`src/sv/jsos_pkg.sv`:
```
`default_nettype none

package jsos_pkg;

    // default brace depth counter width
    localparam int DEPTH_BITS_DEF = 16;

    // depth of the queue between classifier and executor
    localparam int Q_DEPTH = 4;
    localparam int Q_PTR_W = $clog2(Q_DEPTH);
    localparam int Q_CNT_W = $clog2(Q_DEPTH + 1);

    // characters of interest
    localparam logic [7:0] CH_SEMI     = 8'h3B;
    localparam logic [7:0] CH_RBRACKET = 8'h5D;
    localparam logic [7:0] CH_COMMA    = 8'h2C;
    localparam logic [7:0] CH_LBRACE   = 8'h7B;
    localparam logic [7:0] CH_RBRACE   = 8'h7D;
    localparam logic [7:0] CH_QUOTE    = 8'h22;
    localparam logic [7:0] CH_BSLASH   = 8'h5C;
    localparam logic [7:0] CH_SPACE    = 8'h20;
    localparam logic [7:0] CH_TAB      = 8'h09;
    localparam logic [7:0] CH_LF       = 8'h0A;
    localparam logic [7:0] CH_VT       = 8'h0B;
    localparam logic [7:0] CH_FF       = 8'h0C;
    localparam logic [7:0] CH_CR       = 8'h0D;

    // error codes on the result
    localparam logic [1:0] ERR_NONE  = 2'd0;
    localparam logic [1:0] ERR_BRACE = 2'd1;
    localparam logic [1:0] ERR_END   = 2'd2;
    localparam logic [1:0] ERR_DEPTH = 2'd3;

    // byte class found by the front end
    typedef enum logic [3:0] {
        CLS_OTHER,
        CLS_SPACE,
        CLS_TERM,
        CLS_COMMA,
        CLS_LBRACE,
        CLS_RBRACE,
        CLS_QUOTE,
        CLS_BSLASH,
        CLS_END
    } t_cls;

    // parser phase
    typedef enum logic [2:0] {
        PH_EXPECT    = 3'd0,
        PH_AFTER     = 3'd1,
        PH_OBJECT    = 3'd2,
        PH_STOP      = 3'd3,
        PH_ERR_BRACE = 3'd4,
        PH_ERR_END   = 3'd5,
        PH_ERR_DEPTH = 3'd6
    } t_phase;

    // one queued word
    typedef struct packed {
        logic [7:0] data;
        t_cls       cls;
    } t_qword;

    // queue status
    typedef struct packed {
        logic full;
        logic empty;
    } t_qstat;

endpackage

`default_nettype wire

```
`src/sv/json_object_stream_splitter_unit.sv`:
```
`default_nettype none

// channel  | direction | handshake                 | payload
// ---------+-----------+---------------------------+------------------------------------
// in       | input     | i_in_valid / o_in_stall   | i_data_byte, i_end_marker
// out      | output    | o_out_valid / i_out_stall | o_byte_out, o_in_object, o_object_first,
//          |           |                           | o_object_last, o_stopped, o_error_code
// cfg      | input     | i_cfg_valid / o_cfg_ready | i_cfg_bracket_mode
//
// one word per clock in and out while neither side stalls; with the queue empty a word taken
// is written into the queue and then into the output register (one queue stage, one out reg)
// the rate is set by the parser state update in the back end
// reset is synchronous, active low; it clears the queue, the parser and bracket mode
// o_in_stall rises only when the four-entry queue is full; cfg is always ready

module json_object_stream_splitter_unit #(
    parameter int DEPTH_BITS = jsos_pkg::DEPTH_BITS_DEF
) (
    input  wire logic        i_clk,
    input  wire logic        i_rst_n,
    input  wire logic        i_cfg_valid,
    output logic             o_cfg_ready,
    input  wire logic        i_cfg_bracket_mode,
    input  wire logic        i_in_valid,
    output logic             o_in_stall,
    input  wire logic [7:0]  i_data_byte,
    input  wire logic        i_end_marker,
    output logic             o_out_valid,
    input  wire logic        i_out_stall,
    output logic [7:0]       o_byte_out,
    output logic             o_in_object,
    output logic             o_object_first,
    output logic             o_object_last,
    output logic             o_stopped,
    output logic [1:0]       o_error_code
);

    jsos_pkg::t_qword in_word;
    jsos_pkg::t_qword head_word;
    jsos_pkg::t_qstat q_stat;
    logic             push;
    logic             pop;

    // classifier and configuration
    jsos_front u_front (
        .i_clk              (i_clk),
        .i_rst_n            (i_rst_n),
        .i_cfg_valid        (i_cfg_valid),
        .o_cfg_ready        (o_cfg_ready),
        .i_cfg_bracket_mode (i_cfg_bracket_mode),
        .i_data_byte        (i_data_byte),
        .i_end_marker       (i_end_marker),
        .o_word             (in_word)
    );

    assign o_in_stall = q_stat.full;
    assign push       = i_in_valid && !q_stat.full;

    // decoupling queue
    jsos_queue u_queue (
        .i_clk   (i_clk),
        .i_rst_n (i_rst_n),
        .i_push  (push),
        .i_word  (in_word),
        .i_pop   (pop),
        .o_word  (head_word),
        .o_stat  (q_stat)
    );

    // parser and output register
    jsos_back #(
        .DEPTH_BITS (DEPTH_BITS)
    ) u_back (
        .i_clk          (i_clk),
        .i_rst_n        (i_rst_n),
        .i_word         (head_word),
        .i_empty        (q_stat.empty),
        .o_pop          (pop),
        .o_out_valid    (o_out_valid),
        .i_out_stall    (i_out_stall),
        .o_byte_out     (o_byte_out),
        .o_in_object    (o_in_object),
        .o_object_first (o_object_first),
        .o_object_last  (o_object_last),
        .o_stopped      (o_stopped),
        .o_error_code   (o_error_code)
    );

    // queue cannot be full and empty at once
    a_queue_stat: assert property (@(posedge i_clk) disable iff (!i_rst_n)
        !(q_stat.full && q_stat.empty))
        else $error("queue full and empty together");

    // nothing is popped from an empty queue
    a_pop_empty: assert property (@(posedge i_clk) disable iff (!i_rst_n)
        q_stat.empty |-> !pop)
        else $error("pop from empty queue");

    // an opening brace of an object is never a stopped word
    a_first_open: assert property (@(posedge i_clk) disable iff (!i_rst_n)
        (o_out_valid && o_object_first) |-> (o_in_object && !o_stopped && !o_object_last))
        else $error("object start flagged on a stopped or closing word");

    // any error means stopped
    a_err_stop: assert property (@(posedge i_clk) disable iff (!i_rst_n)
        (o_out_valid && o_error_code != jsos_pkg::ERR_NONE) |-> o_stopped)
        else $error("error reported without stop");

endmodule

`default_nettype wire

```
`src/sv/jsos_front.sv`:
```
`default_nettype none

module jsos_front (
    input  wire logic              i_clk,
    input  wire logic              i_rst_n,
    input  wire logic              i_cfg_valid,
    output logic                   o_cfg_ready,
    input  wire logic              i_cfg_bracket_mode,
    input  wire logic [7:0]        i_data_byte,
    input  wire logic              i_end_marker,
    output jsos_pkg::t_qword       o_word
);

    logic       r_bracket_mode;
    logic [7:0] term_ch;

    // configuration register, always writable
    assign o_cfg_ready = 1'b1;

    always_ff @(posedge i_clk) begin
        if (!i_rst_n) begin
            r_bracket_mode <= 1'b0;
        end else if (i_cfg_valid) begin
            r_bracket_mode <= i_cfg_bracket_mode;
        end
    end

    assign term_ch = r_bracket_mode ? jsos_pkg::CH_RBRACKET : jsos_pkg::CH_SEMI;

    // classify the incoming byte
    always_comb begin
        o_word.data = i_end_marker ? 8'h00 : i_data_byte;
        if (i_end_marker) begin
            o_word.cls = jsos_pkg::CLS_END;
        end else if (i_data_byte inside {jsos_pkg::CH_SPACE, jsos_pkg::CH_TAB,
                                         jsos_pkg::CH_LF, jsos_pkg::CH_VT,
                                         jsos_pkg::CH_FF, jsos_pkg::CH_CR}) begin
            o_word.cls = jsos_pkg::CLS_SPACE;
        end else if (i_data_byte == term_ch) begin
            o_word.cls = jsos_pkg::CLS_TERM;
        end else begin
            case (i_data_byte)
                jsos_pkg::CH_COMMA:  o_word.cls = jsos_pkg::CLS_COMMA;
                jsos_pkg::CH_LBRACE: o_word.cls = jsos_pkg::CLS_LBRACE;
                jsos_pkg::CH_RBRACE: o_word.cls = jsos_pkg::CLS_RBRACE;
                jsos_pkg::CH_QUOTE:  o_word.cls = jsos_pkg::CLS_QUOTE;
                jsos_pkg::CH_BSLASH: o_word.cls = jsos_pkg::CLS_BSLASH;
                default:             o_word.cls = jsos_pkg::CLS_OTHER;
            endcase
        end
    end

endmodule

`default_nettype wire

```
`src/sv/jsos_queue.sv`:
```
`default_nettype none

module jsos_queue (
    input  wire logic              i_clk,
    input  wire logic              i_rst_n,
    input  wire logic              i_push,
    input  wire jsos_pkg::t_qword  i_word,
    input  wire logic              i_pop,
    output jsos_pkg::t_qword       o_word,
    output jsos_pkg::t_qstat       o_stat
);

    jsos_pkg::t_qword                   r_mem [jsos_pkg::Q_DEPTH];
    logic [jsos_pkg::Q_PTR_W-1:0]       r_wr_ptr;
    logic [jsos_pkg::Q_PTR_W-1:0]       r_rd_ptr;
    logic [jsos_pkg::Q_CNT_W-1:0]       r_count;
    logic [jsos_pkg::Q_CNT_W-1:0]       n_count;

    // storage, no reset needed
    always_ff @(posedge i_clk) begin
        if (i_push) begin
            r_mem[r_wr_ptr] <= i_word;
        end
    end

    always_comb begin
        n_count = r_count;
        if (i_push && !i_pop) begin
            n_count = r_count + jsos_pkg::Q_CNT_W'(1);
        end else if (!i_push && i_pop) begin
            n_count = r_count - jsos_pkg::Q_CNT_W'(1);
        end
    end

    // pointers and fill count
    always_ff @(posedge i_clk) begin
        if (!i_rst_n) begin
            r_wr_ptr <= '0;
            r_rd_ptr <= '0;
            r_count  <= '0;
        end else begin
            if (i_push) begin
                r_wr_ptr <= (r_wr_ptr == jsos_pkg::Q_PTR_W'(jsos_pkg::Q_DEPTH - 1)) ?
                            '0 : r_wr_ptr + jsos_pkg::Q_PTR_W'(1);
            end
            if (i_pop) begin
                r_rd_ptr <= (r_rd_ptr == jsos_pkg::Q_PTR_W'(jsos_pkg::Q_DEPTH - 1)) ?
                            '0 : r_rd_ptr + jsos_pkg::Q_PTR_W'(1);
            end
            r_count <= n_count;
        end
    end

    assign o_word       = r_mem[r_rd_ptr];
    assign o_stat.full  = (r_count == jsos_pkg::Q_CNT_W'(jsos_pkg::Q_DEPTH));
    assign o_stat.empty = (r_count == '0);

endmodule

`default_nettype wire

```
`src/sv/jsos_back.sv`:
```
`default_nettype none

module jsos_back #(
    parameter int DEPTH_BITS = jsos_pkg::DEPTH_BITS_DEF
) (
    input  wire logic              i_clk,
    input  wire logic              i_rst_n,
    input  wire jsos_pkg::t_qword  i_word,
    input  wire logic              i_empty,
    output logic                   o_pop,
    output logic                   o_out_valid,
    input  wire logic              i_out_stall,
    output logic [7:0]             o_byte_out,
    output logic                   o_in_object,
    output logic                   o_object_first,
    output logic                   o_object_last,
    output logic                   o_stopped,
    output logic [1:0]             o_error_code
);

    jsos_pkg::t_phase        r_phase;
    jsos_pkg::t_phase        n_phase;
    logic [DEPTH_BITS-1:0]   r_depth;
    logic [DEPTH_BITS-1:0]   n_depth;
    logic                    r_in_str;
    logic                    n_in_str;
    logic                    r_esc;
    logic                    n_esc;
    logic                    r_out_valid;
    logic                    take;

    // result fields for the word at the head
    logic                    inobj;
    logic                    first;
    logic                    last;
    logic                    stop;
    logic [1:0]              err;

    logic [7:0]              r_byte_out;
    logic                    r_in_object;
    logic                    r_object_first;
    logic                    r_object_last;
    logic                    r_stopped;
    logic [1:0]              r_error_code;

    // output register free or being emptied this cycle
    assign take  = !r_out_valid || !i_out_stall;
    assign o_pop = take && !i_empty;

    // next state
    always_comb begin
        n_phase  = r_phase;
        n_depth  = r_depth;
        n_in_str = r_in_str;
        n_esc    = r_esc;
        case (r_phase)
            jsos_pkg::PH_EXPECT, jsos_pkg::PH_AFTER: begin
                case (i_word.cls)
                    jsos_pkg::CLS_END, jsos_pkg::CLS_TERM: n_phase = jsos_pkg::PH_STOP;
                    jsos_pkg::CLS_SPACE: n_phase = r_phase;
                    jsos_pkg::CLS_COMMA: begin
                        n_phase = (r_phase == jsos_pkg::PH_AFTER) ?
                                  jsos_pkg::PH_EXPECT : jsos_pkg::PH_ERR_BRACE;
                    end
                    jsos_pkg::CLS_LBRACE: begin
                        n_phase  = jsos_pkg::PH_OBJECT;
                        n_depth  = DEPTH_BITS'(1);
                        n_in_str = 1'b0;
                        n_esc    = 1'b0;
                    end
                    default: n_phase = jsos_pkg::PH_ERR_BRACE;
                endcase
            end
            jsos_pkg::PH_OBJECT: begin
                if (i_word.cls == jsos_pkg::CLS_END) begin
                    n_phase = jsos_pkg::PH_ERR_END;
                end else if (r_esc) begin
                    n_esc = 1'b0;
                end else if (i_word.cls == jsos_pkg::CLS_BSLASH) begin
                    n_esc = 1'b1;
                end else if (r_in_str) begin
                    if (i_word.cls == jsos_pkg::CLS_QUOTE) begin
                        n_in_str = 1'b0;
                    end
                end else begin
                    case (i_word.cls)
                        jsos_pkg::CLS_QUOTE: n_in_str = 1'b1;
                        jsos_pkg::CLS_LBRACE: begin
                            if (r_depth == '1) begin
                                n_phase = jsos_pkg::PH_ERR_DEPTH;
                            end else begin
                                n_depth = r_depth + DEPTH_BITS'(1);
                            end
                        end
                        jsos_pkg::CLS_RBRACE: begin
                            if (r_depth != '0) begin
                                n_depth = r_depth - DEPTH_BITS'(1);
                            end
                            if (r_depth == '0 || r_depth == DEPTH_BITS'(1)) begin
                                n_phase = jsos_pkg::PH_AFTER;
                            end
                        end
                        default: n_phase = r_phase;
                    endcase
                end
            end
            default: n_phase = r_phase;
        endcase
    end

    // result fields
    always_comb begin
        inobj = 1'b0;
        first = 1'b0;
        last  = 1'b0;
        case (r_phase)
            jsos_pkg::PH_EXPECT, jsos_pkg::PH_AFTER: begin
                if (i_word.cls == jsos_pkg::CLS_LBRACE) begin
                    inobj = 1'b1;
                    first = 1'b1;
                end
            end
            jsos_pkg::PH_OBJECT: begin
                inobj = (i_word.cls != jsos_pkg::CLS_END);
                last  = (n_phase == jsos_pkg::PH_AFTER);
            end
            default: inobj = 1'b0;
        endcase
        stop = (n_phase >= jsos_pkg::PH_STOP);
        case (n_phase)
            jsos_pkg::PH_ERR_BRACE: err = jsos_pkg::ERR_BRACE;
            jsos_pkg::PH_ERR_END:   err = jsos_pkg::ERR_END;
            jsos_pkg::PH_ERR_DEPTH: err = jsos_pkg::ERR_DEPTH;
            default:                err = jsos_pkg::ERR_NONE;
        endcase
    end

    // parser state
    always_ff @(posedge i_clk) begin
        if (!i_rst_n) begin
            r_phase  <= jsos_pkg::PH_EXPECT;
            r_depth  <= '0;
            r_in_str <= 1'b0;
            r_esc    <= 1'b0;
        end else if (o_pop) begin
            r_phase  <= n_phase;
            r_depth  <= n_depth;
            r_in_str <= n_in_str;
            r_esc    <= n_esc;
        end
    end

    // output register valid
    always_ff @(posedge i_clk) begin
        if (!i_rst_n) begin
            r_out_valid <= 1'b0;
        end else if (take) begin
            r_out_valid <= !i_empty;
        end
    end

    // output register payload
    always_ff @(posedge i_clk) begin
        if (o_pop) begin
            r_byte_out     <= i_word.data;
            r_in_object    <= inobj;
            r_object_first <= first;
            r_object_last  <= last;
            r_stopped      <= stop;
            r_error_code   <= err;
        end
    end

    assign o_out_valid    = r_out_valid;
    assign o_byte_out     = r_byte_out;
    assign o_in_object    = r_in_object;
    assign o_object_first = r_object_first;
    assign o_object_last  = r_object_last;
    assign o_stopped      = r_stopped;
    assign o_error_code   = r_error_code;

endmodule

`default_nettype wire

```
`config.mk`:
```
export PLATFORM = sky130hd
export DESIGN_NAME = json_object_stream_splitter_unit
export DESIGN_NICKNAME = d
export VERILOG_FILES = /design/src/sv/jsos_pkg.sv /design/src/sv/json_object_stream_splitter_unit.sv /design/src/sv/jsos_front.sv /design/src/sv/jsos_queue.sv /design/src/sv/jsos_back.sv
export SDC_FILE = /design/constraint.sdc
export NUM_CORES = 1
export LEC_CHECK = 0
export ABC_AREA = 1
export ABC_CLOCK_PERIOD_IN_PS = 2400
export BUFFER_PORTS_ARGS = -buffer_cell sky130_fd_sc_hd__buf_2
export CORE_MARGIN = 2
export CORE_UTILIZATION = 40
export DETAILED_ROUTE_END_ITERATION = 6
export SETUP_SLACK_MARGIN = 0.1
export SYNTH_ARGS = -nofsm -noshare
export SYNTH_HDL_FRONTEND = slang
export SYNTH_SLANG_ARGS = --single-unit
```
`constraint.sdc`:
```
create_clock -name i_clk -period 2.4 [get_ports i_clk]
set_clock_uncertainty 0.05 [all_clocks]
set_input_delay 0.48 -clock i_clk [delete_from_list [all_inputs] [get_ports i_clk]]
set_output_delay 0.48 -clock i_clk [all_outputs]
set_load 0.02 [all_outputs]
```
== After elaboration in Yosys (flattened, before gate mapping) ==
Memory sizes are Yosys's and may differ from the RTL's. A register that Yosys moved wholly into a read port is not among the register bits.
Index checks and enable logic that the tools add are counted.

* ROM bits: 0
* Memory bits (writable): 48
* Bits of input ports: 15
* Output and inout port bits: 17
* Latch bits: 0
* Logic and storage cells: 135
* Flip-flop bits (word level): 44
* Memories kept: 1

* Shift-type cells: 0
* Multipliers: 0
* Reductions and logical operators: 24
* Div/mod/pow operators: 0
* Add/sub/neg operators: 6
* Mux-type cells: 48
* Bitwise logic cells: 0
* Order comparisons: 1
* Equal/unequal tests: 40

{| class="wikitable"
|+ Memory list
! name !! words !! width !! read ports !! clocked after Yosys merged registers in !! write ports !! RTL line !! source
|-
| u_queue.r_mem || 4 || 12 || 1 || 1 || 1 || jsos_queue.sv:13 || <nowiki>jsos_pkg::t_qword r_mem [jsos_pkg::Q_DEPTH];</nowiki>
|}

{| class="wikitable"
|+ Operators by type and width
! cell !! count
|-
| $mux 16 || 7
|-
| $pmux 16 s2 || 2
|-
| $eq 8x4->1 const B || 5
|-
| $mux 3 || 9
|-
| $eq 8x6->1 const B || 3
|-
| $eq 8x7->1 const B || 3
|-
| $add 16x1->16 const B || 1
|-
| $eq 16x1->1 const B || 1
|-
| $eq 16x16->1 const B || 1
|-
| $eq 4x3->1 const B || 4
|-
| $logic_not 16->1 || 1
|-
| $reduce_bool 16->1 || 1
|-
| $sub 16x1->16 const B || 1
|-
| $pmux 3 s5 || 1
|-
| $mux 1 || 13
|-
| $eq 3x3->1 const B || 4
|-
| $mux 4 || 3
|-
| $pmux 3 s2 || 2
|-
| $pmux 3 s4 || 1
|-
| $reduce_and 10->1 || 1
|-
| $eq 4x2->1 const B || 2
|-
| $eq 8x8->1 || 1
|-
| $mux 2 || 4
|-
| $mux 8 || 1
|-
| 26 further kinds || 47
|}

== Depth between registers and ports, before layout ==
Gate-level depths: netlist of the first run.

* Depth after elaboration: 11
* Depth in mapped cells: 16

== Modules after synthesis ==
From an unflattened synthesis of the first run, not the netlist that was laid out.

* Cell total of the unflattened synthesis: 692
* Area, all modules: 5,519.0 sq um

{| class="wikitable"
|+ By module, submodules not included
! module !! instances !! cells an instance !! seq. area each (sq um) !! area an instance (sq um)
|-
| jsos_back || 1 || 441 || 860.8 || 2,949.1
|-
| jsos_queue || 1 || 175 || 1,621.6 || 2,239.6
|-
| jsos_front || 1 || 74 || 20.0 || 320.3
|-
| json_object_stream_splitter_unit || 1 || 2 || 0.0 || 10.0
|}

== Least setup slack after synthesis of the first run ==
Ideal clock, no wire load.

* Kind: register to register
* Start: reg u_queue.r_count[0] (netlist name)
* End: reg u_queue.r_count[1] (netlist name)
* Setup time: 0.121 ns
* Path slack: 0.319 ns
* Stages on the path, launching flop included: 8
* Arrival: 1.911 ns
* Path through: dfxtp_1 > nor3_1 > nor2_1 > ha_1 > inv_1 > fa_1 > o21ai_0 > a21oi_1

{| class="wikitable"
|+ RTL lines
! what !! RTL line !! source
|-
| start: declaration || jsos_queue.sv:16 || <nowiki>logic [jsos_pkg::Q_CNT_W-1:0] r_count;</nowiki>
|-
| start signal: assignment || jsos_queue.sv:50 || <nowiki>r_count <= n_count;</nowiki>
|-
| $eq 3x3->1 || jsos_queue.sv:55 || <nowiki>assign o_stat.full = (r_count == jsos_pkg::Q_CNT_W'(jsos_pkg::Q_DEPTH));</nowiki>
|-
| via o_in_stall || json_object_stream_splitter_unit.sv:25 || <nowiki>output logic o_in_stall,</nowiki>
|-
| $logic_not 1->1 || json_object_stream_splitter_unit.sv:57 || <nowiki>assign push = i_in_valid && !q_stat.full;</nowiki>
|-
| $logic_and 1x1->1 || json_object_stream_splitter_unit.sv:57 ||
|-
| via push || json_object_stream_splitter_unit.sv:41 || <nowiki>logic push;</nowiki>
|-
| $logic_and 1x1->1 || jsos_queue.sv:28 || <nowiki>if (i_push && !i_pop) begin</nowiki>
|-
| $mux 3 || jsos_queue.sv:28 ||
|-
| via u_queue.n_count (one bit) || jsos_queue.sv:17 || <nowiki>logic [jsos_pkg::Q_CNT_W-1:0] n_count;</nowiki>
|}

The timed path passes the listed nets, and every way through them passes these cells. The select of a mux whose other input is x is not followed.
A chain may end at the register's enable or synchronous reset.

== Worst setup path in the final report of the first run ==
* Start: reg u_back.r_phase[2]
* End: reg u_back.r_depth[1]

* Longest elaborated chain between the ends: 4

{| class="wikitable"
|+ RTL lines
! what !! RTL line !! source
|-
| start: declaration || jsos_back.sv:21 || <nowiki>jsos_pkg::t_phase r_phase;</nowiki>
|-
| start signal: assignment || jsos_back.sv:141 || <nowiki>r_phase <= jsos_pkg::PH_EXPECT;</nowiki>
|-
| start signal: assignment || jsos_back.sv:146 || <nowiki>r_phase <= n_phase;</nowiki>
|-
| $eq 3x1->1 / $logic_not 3->1 (equally long branches) || jsos_back.sv:56 || <nowiki>case (r_phase)</nowiki>
|-
| $reduce_or 2->1 || jsos_back.sv:56 ||
|-
| $ne 2x1->1 (no source line) / $reduce_bool 2->1 (equally long branches) || -- ||
|-
| $reduce_and 10->1 (no source line) || -- ||
|-
| end signal: assignment || jsos_back.sv:147 || <nowiki>r_depth <= n_depth;</nowiki>
|-
| end: declaration || jsos_back.sv:23 || <nowiki>logic [DEPTH_BITS-1:0] r_depth;</nowiki>
|}

Several ways; a longest one is shown, not always the timed one.

==> flow_summary.ini, run 1 <==
[finish]
area_growth_pct = 11.8
antenna_cells = 0
nets = 738
drive_gt1_share_pct = 14.8

[setup_path]
reg2reg_depth = 10
critPathBufInv = 1
slowest_delay_ps = 340
ff2ff_setup_slack_ps = 280
arrival_ps = 2320
crit_top_cell = nor2_1
start_kind = register
critPathTopFamily = simple AND/OR/NAND/NOR gates
slowest_stage = dfxtp_1
critical_path.max_fanout = 17
crit_required_ps = 2600
rr_endpoint = u_back.r_depth[1]
path_class = register to register
worstReg2RegStart = u_back.r_phase[2]
path_cells = inv_2 -> nand2_1 -> o21ai_2 -> nor2_1 -> nor2_1 -> nand3_4 -> nor2_8 -> nand2_4 -> o21ai_1 -> nor2_1
crit_path_end_kind = register

[sta]
period_share_pct = 88.2
holdWs_ps = 259
finalSetupTns_ps = 0
rsz0062_at_grt = true
layout_min_cycle_time_ps = 2120
slew_viol_final = 0
worst_slack_ps = 283
hold_violations = 0
fmax_ghz = 0.472
setup_viol = 0

[place]
place_ws_ps = 174
portBuffers = 30
gp_congestion = 0.924
place_hpwl_um = 8840

[synthesis]
yosysWarnings = 0
syn-mean-instance-area_um2 = 7.93
yosysSeqAreaShare_pct = 46.1
synth_area_leader_cell = edfxtp_1
synth_area_um2 = 5430
synthFlopType = edfxtp_1
synth_enable_flop_cells = 62
synth_area_leaders = edfxtp_1 34%, dfxtp_1 12%, nand2_1 11%
synth_nets = 709
synth_common_cells = 166 x nand2_1, 125 x nor2_1, 62 x edfxtp_1, 51 x inv_1, 42 x nand3_1
synth_most_common_cell = nand2_1
synthCells = 684
synth.top_cell.area_share_pct = 34.3
synthArstFlopShare_pct = 0
ys_ff_latch = 94
synth_cell_types = 42

[global_routing]
grt_max_degree = 22
grt_antenna_before_repair = 0
grt_use_total_pct = 17.9
grt-ovfl-total = 0
grt_pass1_vias = 4158
grt_first_pass_wirelength_um = 20500

[clock_network]
postCtsSetupBuffers = 0
cts.path.max_buffers = 2
clock_latency_ps = 360
tritoncts = done
cts_htree_levels = 3
cts.sinks = 94
clk_pin_slew_ps = 70
cts_made_buffers = 9
ctsHoldBuffers = 0
root_buffer = clkbuf_16

[routing]
drt_first_pass_iters = 4
wire_per_inst_um = 13.7
drc = 0
wl_um = 12300
ant_nets = 0
first_iter_violations = 317
vias_per_cell = 4.95
routed-via-count = 4422

[run_status]
outcome = finished clean

[power]
leakagePower_uw = 0.00263
total_power_uw = 6990
power_density_nw_per_um2 = 1150
ir_drop_mv = 0.446

[die]
core_um2 = 13200
num_rows = 42
initial_utilization_pct = 41.0
pin_count = 32
dieArea_um2 = 14500
die_height_um = 120
die_w_um = 120

[worst_hold_path]
min_from = i_cfg_valid
worst_hold_path_type = input pin to register
holdPathEnd = u_front.r_bracket_mode
hold_depth = 2

[job]
drv_cap = 0
-- sequential cells by signal (all words and copies together) (netlist names), 2 cells and up, named ones only --
register             cells
u_back.o_byte_out        8
u_queue.r_rd_ptr         2
u_back.o_error_code      2
u_queue.r_wr_ptr         2
u_back.r_phase           3
u_queue.r_mem           48
u_queue.r_count          3
u_back.r_depth          16
-- cells in the final DEF (no fill, tap or decap), types with 9 or more instances in the layout --
cell type / synthesis / layout
clkbuf_16: 0 / 9
nand3_1: 42 / 42
o21ai_0: 35 / 32
xor2_1: 22 / 22
edfxtp_1: 62 / 62
o22ai_1: 9 / 9
ha_1: 9 / 9
a21oi_1: 27 / 27
nand2_1: 166 / 165
buf_2: 8 / 30
buf_4: 6 / 18
dfxtp_1: 32 / 29
nor2_1: 125 / 125
nor3_1: 10 / 10
inv_1: 51 / 51
nand2_2: 13 / 12
-- per-layer routing --
layer  GRT usage (%)  wire, um
met1            24.1      5900
met2            29.0      5870
met3            3.77       402
met4            5.81        95
met5               0         0
-- what timing repair did --
action / CTS / global route
setup endpoints to repair: 0 / 20
resized for setup: 0 / 10
endpoints found under the hold margin: 0 / 0
-- layout make-up --
cell class	count	area (um2)
sequential	94	2510
multi-input combinational	500	2520
clock inverter	7	71.3
fill	1328	7170
inverter	59	226
timing repair buffer	49	297
tap	176	220
clock buffer	9	225
-- cells by family (layout without fill, tap and decap cells) --
group	count (synthesis)	after routing	synth area share (%)
AO/OA/AOI/OAI	80	80	8.09
XOR/XNOR	28	28	4.52
AND/OR/NAND/NOR	381	381	31.1
buffers and inverters	90	124	7.63
flip-flops	94	94	46.1
other	1	1	0.0691
adder cells (fa/ha/maj)	10	10	2.44
-- where the power goes --
group	internal [uW]	switching (uW)
clock network	739	698
registers	2130	158
logic	1050	2220
total	3920	3080
-- stage by stage --
| step | utilization [%] | cell area (um2) | instances |
|---|---|---|---|
| after detailed placement | 43.4 | 5750 | 878 |
| after global routing | 45.8 | 6070 | 894 |
| final | 45.8 | 6070 | 894 |
| after CTS | 45.7 | 6050 | 894 |
| after floorplan | - | 5430 | 684 |
| after global placement | 43.4 | 5750 | 878 |
-- worst max path at each step --
| stage | start | endpoint | slack (ps) | depth (start not counted) |
|---|---|---|---|---|
| 2_1_floorplan | u_queue.r_count[0] | u_queue.r_count[1] | 320 | 7 |
| 3_5_place_dp | register | u_back.r_depth[2] | 170 | 13 |
| 3_3_place_gp | register | u_back.o_stopped | 200 | 12 |
| 6_report | u_back.r_phase[2] | u_back.r_depth[1] | 280 | 10 |
| 4_1_cts | register | u_back.r_depth[2] | 130 | 13 |
| 5_1_grt | register | u_back.r_depth[14] | 100 | 13 |
No activity file was read; power rests on OpenSTA's default activity.
==> inputs of run 2 (changes only) <==
- CORE_UTILIZATION: 40 -> 55
- PLACE_DENSITY: default -> 0.73
==> run 2 against run 1 <==
Against the previous run:
- sequential share of layout area rose by 1.2 points
- register-to-register slack hardly changed
- sequential power about the same
- sequential cell count did not move
- hold slack worse by 18 ps
- critical path type unchanged
- critical endpoint is now u_back.o_stopped
==> flow_summary.ini, run 2 (same netlist as run 1, synthesis figures left out) <==
[die]
initial_utilization_pct = 56.0
num_rows = 36
pin_count = 32
dieArea_um2 = 10700
die_w_um = 103
core_um2 = 9680
die_height_um = 103

[setup_path]
start_kind = register
reg2reg_depth = 12
arrival_ps = 2210
crit_required_ps = 2490
ff2ff_setup_slack_ps = 270
crit_path_end_kind = register
critical_path.max_fanout = 26
rr_endpoint = u_back.o_stopped
path_class = register to register

[finish]
register_area_um2 = 2510
final_area_um2 = 5890
nets = 736
largest_register = u_queue.r_mem
multi_input_area_um2 = 2520
layout_commonest_cell = nand2_1
final_util_pct = 60.9
largest_reg_flops = 48
fillers = 877
area_growth_pct = 8.62
antenna_cells = 0
drive_gt1_share_pct = 14.7
final_cell_mix = 166 x nand2_1, 124 x nor2_1, 62 x edfxtp_1, 51 x inv_1, 42 x nand3_1

[global_routing]
grt-ovfl-total = 0
grt_use_total_pct = 23.1
grt_pass1_vias = 4038
grt_antenna_before_repair = 0
grt_first_pass_wirelength_um = 18900
grt_max_degree = 27

[sta]
tightestPinTransition_ps = 505
hold_violations = 0
rsz0062_at_grt = true
relSlewSlack_pct = 66.1
period_share_pct = 88.6
holdWs_ps = 241
finalSetupTns_ps = 0
layout_min_cycle_time_ps = 2130
setup_viol = 0
fmax_ghz = 0.470
slew_viol_final = 0

[clock_network]
cts_made_buffers = 9
clk_pin_slew_ps = 110
tritoncts = done
cts.sinks = 94
root_buffer = clkbuf_8
cts_resized = 0
ctsHoldBuffers = 0
postCtsSetupBuffers = 0
cts_htree_levels = 3
cts.path.max_buffers = 2
clock_latency_ps = 380

[routing]
wl_um = 11400
routed-via-count = 4428
first_iter_violations = 202
wire_per_inst_um = 13.4
vias_per_cell = 5.22
drc = 0
drt_first_pass_iters = 5
ant_nets = 0

[worst_hold_path]
worst_hold_path_type = input pin to register
min_from = i_cfg_valid
hold_depth = 2
holdPathEnd = u_front.r_bracket_mode

[job]
drv_cap = 0

[place]
gp_congestion = 0.959
place_hpwl_um = 8330
portBuffers = 30
postPlaceCellArea_um2 = 5680

[power]
leakagePower_uw = 0.00258
ir_drop_mv = 0.477
power_density_nw_per_um2 = 1110

[run_status]
outcome = finished clean
==> run 2: changes by cell type in the layout (fill, tap and decap cells not counted), sizes merged <==
cell and delta:
inv +1, clkinv +1, buf -2, clkinvlp -2
==> run 2: critical path, cell delays in order, from the launching register on <==
cell and delay (ps):
dfxtp_2 380, inv_6 180, nand2_1 120, nand3_1 110, nand2_2 110, nand2_2 120, inv_1 80, nand2_1 80
nand2_1 70, o21ai_0 250, nand2_1 80, nor2_1 190, o21ai_1 90
==> run 2: cell type report <==
type	instances	share of cell area [%]
clock inverter	7	1.29
multi-input combinational	500	42.7
tap	133	2.82
inverter	59	3.84
clock buffer	9	2.10
sequential	94	42.5
timing repair buffer	47	4.71
==> run 2: worst max path at each step <==
stage                       startpoint            endpoint  slack, ps  cells after the start
floorplan           u_queue.r_count[0]  u_queue.r_count[1]        320                      7
global placement     u_back.r_phase[0]   u_back.r_depth[5]        240                     10
detailed placement            register  u_back.r_depth[11]        190                     13
CTS                           register    u_back.o_stopped        180                     12
global route                  register   u_back.r_depth[2]         40                     11
finish                        register    u_back.o_stopped        270                     12
==> run 2: stage by stage <==
| step | power (uW) | cells | worst slack, ps |
|---|---|---|---|
| 2_1_floorplan | 4750 | 684 | 319 |
| 3_3_place_gp | 5400 | 833 | 238 |
| 3_5_place_dp | 5480 | 833 | 194 |
| 4_1_cts | 6560 | 849 | 182 |
| 5_1_grt | 7050 | 849 | 41.8 |
| 6_report | 6530 | 849 | 275 |
==> run 2: power by group <==
part           internal [uW]  switching, uW
clock network            418            631
logic                   1020           2180
registers               2130            158
total                   3570           2970
==> run 2: layer usage <==
layer	track usage [%]	part of all wire, %
met5	0	0
met4	8.50	2.2
met3	4.77	5.6
met2	35.5	46
met1	32.4	47
